[src/hw/rtl/i2c_target_byte_buffer_engine_macros.svh]
// assertion helpers used by the byte buffer engine rtl
`ifndef I2C_TARGET_BYTE_BUFFER_ENGINE_MACROS_SVH
`define I2C_TARGET_BYTE_BUFFER_ENGINE_MACROS_SVH

`ifndef SYNTH
`define TBE_ASSERT_SAME(label, clk, rst_n, ante, cons) \
	label: assert property (@(posedge clk) disable iff (!rst_n) (ante) |-> (cons)) \
		else $error("same-cycle check failed");
`define TBE_ASSERT_NEXT(label, clk, rst_n, ante, cons) \
	label: assert property (@(posedge clk) disable iff (!rst_n) (ante) |=> (cons)) \
		else $error("next-cycle check failed");
`else
`define TBE_ASSERT_SAME(label, clk, rst_n, ante, cons)
`define TBE_ASSERT_NEXT(label, clk, rst_n, ante, cons)
`endif

`endif

[src/hw/rtl/tbe_pkg.sv]
`timescale 1ns / 1ps
package tbe_pkg;

	localparam int FIFO_DEPTH = 128;
	localparam int IDX_W = $clog2(FIFO_DEPTH);
	localparam int CNT_W = $clog2(FIFO_DEPTH + 1);
	localparam int BYTE_W = 8;

	typedef enum logic [1:0] {
		OP_PUSH  = 2'd0,
		OP_POP   = 2'd1,
		OP_EVENT = 2'd2,
		OP_DATA  = 2'd3
	} op_t;

	typedef enum logic [1:0] {
		ST_OK    = 2'd0,
		ST_FULL  = 2'd1,
		ST_EMPTY = 2'd2
	} status_t;

	typedef enum logic [1:0] {
		ACT_NONE = 2'd0,
		ACT_ACK  = 2'd1,
		ACT_NACK = 2'd2,
		ACT_DONE = 2'd3
	} action_t;

	typedef struct packed {
		logic put;
		logic get;
	} fifo_req_t;

	typedef struct packed {
		logic full;
		logic empty;
	} fifo_stat_t;

endpackage

[src/hw/rtl/tbe_ram.sv]
`timescale 1ns / 1ps
module tbe_ram #(
	parameter int WIDTH = 8,
	parameter int DEPTH = 128
) (
	input  logic                     clk,
	input  logic                     we,
	input  logic [$clog2(DEPTH)-1:0] waddr,
	input  logic [WIDTH-1:0]         wdata,
	input  logic                     re,
	input  logic [$clog2(DEPTH)-1:0] raddr,
	output logic [WIDTH-1:0]         rdata
);

	logic [WIDTH-1:0] mem_q [DEPTH];

	always_ff @(posedge clk) begin
		if (we) begin
			mem_q[waddr] <= wdata;
		end
	end

	always_ff @(posedge clk) begin
		if (re) begin
			rdata <= mem_q[raddr];
		end
	end

endmodule

[src/hw/rtl/tbe_fifo.sv]
`timescale 1ns / 1ps
module tbe_fifo import tbe_pkg::*; (
	input  logic              clk,
	input  logic              arst_n,
	input  fifo_req_t         req,
	input  logic [BYTE_W-1:0] wdata,
	output fifo_stat_t        stat,
	output logic [BYTE_W-1:0] rdata
);

	logic [IDX_W-1:0] head_q;
	logic [CNT_W-1:0] cnt_q;
	logic [IDX_W-1:0] tail;
	logic             do_put;
	logic             do_get;

	assign stat.full  = (cnt_q == CNT_W'(FIFO_DEPTH));
	assign stat.empty = (cnt_q == '0);
	assign do_put     = req.put && !stat.full;
	assign do_get     = req.get && !stat.empty;
	// tail wraps by dropping the upper count bit
	assign tail       = head_q + cnt_q[IDX_W-1:0];

	always_ff @(posedge clk or negedge arst_n) begin
		if (!arst_n) begin
			head_q <= '0;
			cnt_q  <= '0;
		end else begin
			if (do_get) begin
				head_q <= head_q + IDX_W'(1);
			end
			if (do_put) begin
				cnt_q <= cnt_q + CNT_W'(1);
			end else if (do_get) begin
				cnt_q <= cnt_q - CNT_W'(1);
			end
		end
	end

	tbe_ram #(
		.WIDTH(BYTE_W),
		.DEPTH(FIFO_DEPTH)
	) u_ram (
		.clk  (clk),
		.we   (do_put),
		.waddr(tail),
		.wdata(wdata),
		.re   (do_get),
		.raddr(head_q),
		.rdata(rdata)
	);

endmodule

[src/hw/rtl/i2c_target_byte_buffer_engine.sv]
`timescale 1ns / 1ps
`include "i2c_target_byte_buffer_engine_macros.svh"
// I2C target byte buffer. One host or bus event is taken per start beat and
// its result appears on status, data_out and bus_action for exactly one
// cycle with done high, in the cycle after the start beat. busy stays low, so
// a new beat can be started every cycle: each event makes at most one access
// to one of the two 128-byte FIFO memories, and the memory's registered
// read port places the result in the following cycle. done cannot be held
// off, so the receiver must sample the result in the cycle done is high.
module i2c_target_byte_buffer_engine import tbe_pkg::*; (
	input  logic              clk,
	input  logic              arst_n,
	input  logic              start,
	output logic              busy,
	input  logic [1:0]        op,
	input  logic              bus_read,
	input  logic              is_address,
	input  logic [BYTE_W-1:0] data_in,
	output logic              done,
	output logic [1:0]        status,
	output logic [BYTE_W-1:0] data_out,
	output logic [1:0]        bus_action
);

	logic       accept;
	op_t        op_in;
	fifo_req_t  tx_req;
	fifo_req_t  rx_req;
	fifo_stat_t tx_stat;
	fifo_stat_t rx_stat;
	logic [BYTE_W-1:0] tx_rdata;
	logic [BYTE_W-1:0] rx_rdata;

	status_t status_d;
	action_t action_d;
	logic    nack_d;
	logic    rd_d;
	logic    rd_rx_d;

	logic    nack_q;
	logic    valid_s1;
	status_t status_s1;
	action_t action_s1;
	logic    rd_s1;
	logic    rd_rx_s1;

	assign busy   = 1'b0;
	assign accept = start && !busy;
	assign op_in  = op_t'(op);

	always_comb begin
		tx_req   = '0;
		rx_req   = '0;
		status_d = ST_OK;
		action_d = ACT_NONE;
		nack_d   = nack_q;
		rd_d     = 1'b0;
		rd_rx_d  = 1'b0;
		unique case (op_in)
			OP_PUSH: begin
				tx_req.put = accept;
				if (tx_stat.full) begin
					status_d = ST_FULL;
				end
			end
			OP_POP: begin
				rx_req.get = accept;
				rd_rx_d    = 1'b1;
				if (rx_stat.empty) begin
					status_d = ST_EMPTY;
				end else begin
					rd_d = 1'b1;
				end
			end
			OP_EVENT: begin
				// address match re-arms ack, stop sets nack
				nack_d   = !is_address;
				action_d = is_address ? ACT_ACK : ACT_DONE;
			end
			OP_DATA: begin
				if (bus_read) begin
					tx_req.get = accept;
					if (tx_stat.empty) begin
						status_d = ST_EMPTY;
						nack_d   = 1'b1;
					end else begin
						rd_d = 1'b1;
					end
				end else begin
					rx_req.put = accept;
					if (rx_stat.full) begin
						status_d = ST_FULL;
						nack_d   = 1'b1;
					end
				end
				action_d = nack_d ? ACT_NACK : ACT_ACK;
			end
			default: begin
				status_d = ST_OK;
			end
		endcase
	end

	always_ff @(posedge clk or negedge arst_n) begin
		if (!arst_n) begin
			nack_q   <= 1'b0;
			valid_s1 <= 1'b0;
		end else begin
			valid_s1 <= accept;
			if (accept) begin
				nack_q <= nack_d;
			end
		end
	end

	always_ff @(posedge clk) begin
		if (accept) begin
			status_s1 <= status_d;
			action_s1 <= action_d;
			rd_s1     <= rd_d;
			rd_rx_s1  <= rd_rx_d;
		end
	end

	tbe_fifo u_tx_fifo (
		.clk   (clk),
		.arst_n(arst_n),
		.req   (tx_req),
		.wdata (data_in),
		.stat  (tx_stat),
		.rdata (tx_rdata)
	);

	tbe_fifo u_rx_fifo (
		.clk   (clk),
		.arst_n(arst_n),
		.req   (rx_req),
		.wdata (data_in),
		.stat  (rx_stat),
		.rdata (rx_rdata)
	);

	assign done       = valid_s1;
	assign status     = status_s1;
	assign bus_action = action_s1;
	assign data_out   = !rd_s1 ? '0 : (rd_rx_s1 ? rx_rdata : tx_rdata);

	`TBE_ASSERT_NEXT(a_beat_done, clk, arst_n, accept, done)
	`TBE_ASSERT_SAME(a_fail_no_data, clk, arst_n, done && status != ST_OK, data_out == '0)
	`TBE_ASSERT_NEXT(a_rx_full_nack, clk, arst_n, accept && op_in == OP_DATA && !bus_read && rx_stat.full, status == ST_FULL && bus_action == ACT_NACK && nack_q)
	`TBE_ASSERT_NEXT(a_stop_done, clk, arst_n, accept && op_in == OP_EVENT && !is_address, nack_q && bus_action == ACT_DONE)

endmodule

[config.mk]
export PLATFORM = sky130hd
export DESIGN_NAME = i2c_target_byte_buffer_engine
export DESIGN_NICKNAME = d
export VERILOG_FILES = /design/src/hw/rtl/tbe_pkg.sv /design/src/hw/rtl/tbe_ram.sv /design/src/hw/rtl/tbe_fifo.sv /design/src/hw/rtl/i2c_target_byte_buffer_engine.sv
export VERILOG_INCLUDE_DIRS = /design/src /design/src/hw/rtl
export SDC_FILE = /design/constraint.sdc
export NUM_CORES = 2
export LEC_CHECK = 0
export BUFFER_PORTS_ARGS = -buffer_cell sky130_fd_sc_hd__buf_2
export CAP_MARGIN = 20
export CORE_MARGIN = 2
export CORE_UTILIZATION = 35
export CTS_BUF_LIST = sky130_fd_sc_hd__clkbuf_16
export DETAILED_ROUTE_END_ITERATION = 8
export GPL_TIMING_DRIVEN = 0
export SYNTH_ARGS = -nofsm -noshare
export SYNTH_HDL_FRONTEND = slang
export SYNTH_HIERARCHICAL = 1
export SYNTH_SLANG_ARGS = --single-unit
[constraint.sdc]
create_clock -name clk -period 4.66 [get_ports clk]
set_input_delay 0.233 -clock clk [delete_from_list [all_inputs] [get_ports clk]]
set_output_delay 0.233 -clock clk [all_outputs]
set_load 0.02 [all_outputs]
==> impl_metrics.tcl <==
set metrics [dict create \
    yosysWarnings 6 \
    synth_edf_count 2070 \
    areaGrowthSynthToFinish_pct 13.77 \
    nets 3885 \
    r2r_slack_ns 0.03 \
    portBuffers 26 \
    htreeDepth 4 \
    cp.required_ns 5.12 \
    clk_pin_slew_ns 0.07 \
    finalHoldViolCount 0 \
    yosys-top-cells-area "edfxtp_1, mux4_2, nor2_1" \
    drtAntennaViolNets 0 \
    synth_cell_types 51 \
    die-width_um 489.2 \
    crit_start "u_tx_fifo/cnt_q[0]$_DFFE_PN0P_" \
    power_mw 53.60 \
    fp.dieArea_um2 239300 \
    end_kind "flip-flop" \
    dr.first_iter.drc_count 4485 \
    total_leakage_power_nw 28.46 \
    rsz0062_at_grt "true" \
    cts_tree "yes" \
    period_share 0.9931 \
    via_per_inst 5.408 \
    yosysSeqAreaShare 0.7642 \
    skew_ns 0.02564 \
    cellPowerDensity_nw_per_um2 571.9 \
    period_needed_ns 4.628 \
    hold_ws_ns 0.2682 \
    syn-num-nets 3607 \
    synth_flop_cell "edfxtp_1" \
    gp_congestion 0.8857 \
    met3_length_um 12920 \
    cp.arrival_ns 5.08 \
    max_cap_viol_count 0 \
    first_pass_iters 5 \
    clockRootBuffer "clkbuf_16" \
    async_flop_share 0.01522 \
    vias 38730 \
    grtUsageTotal 0.1721 \
    worstMarginPinSlew_ns 1.251 \
    grt_pass1_vias 38360 \
    post_drt_wl_per_cell_um 28.92 \
    synth_common_cells "edfxtp_1, mux4_2, nor2_1" \
    num_io_pins 29 \
    r2r-start "u_tx_fifo/cnt_q[0]$_DFFE_PN0P_" \
    antenna_found_initial 19 \
    crit_fanout 10 \
    synth.avg_cell_area_um2 23.13 \
    grt_max_degree 149 \
    core.rowCount 178 \
    yosys_register_bits 2102 \
    yosysTopAreaCellShare 0.7545 \
    synth_area_um2 82390 \
    ir_worst_vdd_uv 359.5 \
    worst-setup-path-type "flip-flop to flip-flop" \
    hpwl_um 136500 \
    dieHeight_um 489.2 \
    clock_latency_ns 0.83 \
    core_um2 234700 \
    status "finished, final reports clean" \
    max_freq_mhz 216.1 \
    r2r_cells 9 \
    m1WireLength_um 84710 \
    placedCellCount 6773 \
    numCtsBuffers 196 \
    start_kind "flip-flop" \
    finalSetupViolCount 0 \
    cts.sink_count 2102 \
    drive_gt1_frac 0.2841 \
    grt_pass1_wl_um 291700 \
    drv_slew 0 \
    stdcell_count 7162 \
    met2WireLength_um 102500 \
    drc 0 \
    post-place-ws_ns -0.08262 \
    grt-ovfl-total 0 \
    start_util 0.3510 \
    final_util 0.3993 \
    totalWireLength_um 207100 \
    clock_path_buffers 3 \
    post-synth-top-area-cell "edfxtp_1" \
    highest-signal-layer "met5" \
    hp-class "input port to asynchronous set/reset pin" \
    synthMostInstantiatedCell "edfxtp_1" \
    nFillCells 20610 \
    setup_slack_ns 0.03212 \
    relSlewSlack 0.1659 \
    syn-instance-count 3562 \
    rr_endpoint "u_tx_fifo/u_ram/mem_q[37][7]$_DFFE_PP_" \
]
## worst max path at each step
stage	to	slack [ns]	depth (start not counted)
after global routing	u_tx_fifo/u_ram/mem_q[45][5]$_DFFE_PP_	-0.09	9
after global placement	u_rx_fifo/u_ram/mem_q[84][3]$_DFFE_PP_	-0.42	9
after CTS	u_rx_fifo/u_ram/mem_q[93][1]$_DFFE_PP_	-0.03	9
final	u_tx_fifo/u_ram/mem_q[37][7]$_DFFE_PP_	0.03	9
after floorplan	u_rx_fifo/u_ram/mem_q[82][0]$_DFFE_PP_	1.0	11
after detailed placement	u_rx_fifo/u_ram/mem_q[89][4]$_DFFE_PP_	-0.08	9
## cells by family (layout without fill, tap and decap cells)
logic type                 Yosys count  in the layout  synth area share
DFF                               2102           2102            0.7642
muxes                              703            703            0.1879
and+or+nand+nor                    418            418           0.02232
buffers and inverters              209            656           0.01157
AOI/OAI and AO/OA                   65             65          0.005482
xor gates and xnor gates            34             34          0.003614
adders and majority gates           30             30          0.004920
other                                1              4        0.00004552
## metal layers
layer	up-vias	global-route usage
met4	4	0.05904
met5	-	0
li1	15700	-
met1	21330	0.2340
met3	291	0.02616
met2	1409	0.2831
## layout make-up
cell class                 instances  area (µm²)  share of cell area
tap                             3150        3941             0.04205
clock inverter                   164        1184             0.01263
sequential                      2102       62960              0.6717
buffer                           184       869.6            0.009277
antenna                            3       7.507          0.00008009
multi-input combinational       1251       18560              0.1980
clock buffer                     203        5080             0.05419
timing repair buffer              80        1040             0.01109
inverter                          25       93.84            0.001001
## repair_timing
item                                    CTS  global route
buffers inserted                          0             0
gates resized for setup                   3            10
endpoints found under the setup margin   67           676
pin swaps                                 0             0
hold endpoints to repair                456             0
hold buffers                             18             0
## layout by cell type, fill, tap and decap left out, types with 26 or more instances in the layout
cell type / count
edfxtp_1: 2070
mux4_2: 672
nor2_1: 249
clkbuf_16: 203
clkbuf_1: 80
inv_1: 65
buf_2: 50
nand2_1: 49
clkinv_2: 43
clkinv_1: 42
buf_1: 36
buf_4: 34
dfrtp_1: 32
nand3_1: 28
ha_1: 26
## state kept, by name, indices dropped and copies added, names as in the netlist
register	flops
rd_rx_s1	1
bus_action	2
u_rx_fifo/head_q	7
u_tx_fifo/u_ram/mem_q	1024
status	2
u_rx_fifo/cnt_q	8
u_rx_fifo/u_ram/mem_q	1024
u_tx_fifo/u_ram/rdata	8
u_tx_fifo/head_q	7
u_rx_fifo/u_ram/rdata	8
rd_s1	1
u_tx_fifo/cnt_q	8
done	1
nack_q	1
## critical path, cell delays in order (launching register included)
cell and delay (ns):
dfrtp_1 0.51, ha_1 0.24, inv_1 0.06, fa_1 0.41, xnor2_1 0.30, clkbuf_1 0.37, nor2b_1 0.28, nand3_1 0.59
clkbuf_2 0.67, nor2_1 0.80
## power breakdown
| group | total, mW | switching [mW] | internal (mW) |
|---|---|---|---|
| Combinational | 16.6 | 9.58 | 7.03 |
| Clock | 15.6 | 6.94 | 8.68 |
| Sequential | 21.4 | 0.279 | 21.1 |
## through the flow
stage	area, µm²	TNS (ns)
3_5_place_dp	87220	-1.374
3_3_place_gp	86460	-87.32
4_1_cts	93680	-0.8899
6_report	93730	0
5_1_grt	93730	-4.159
2_1_floorplan	82390	0
Note: power is estimated with default switching activity, not from simulation.
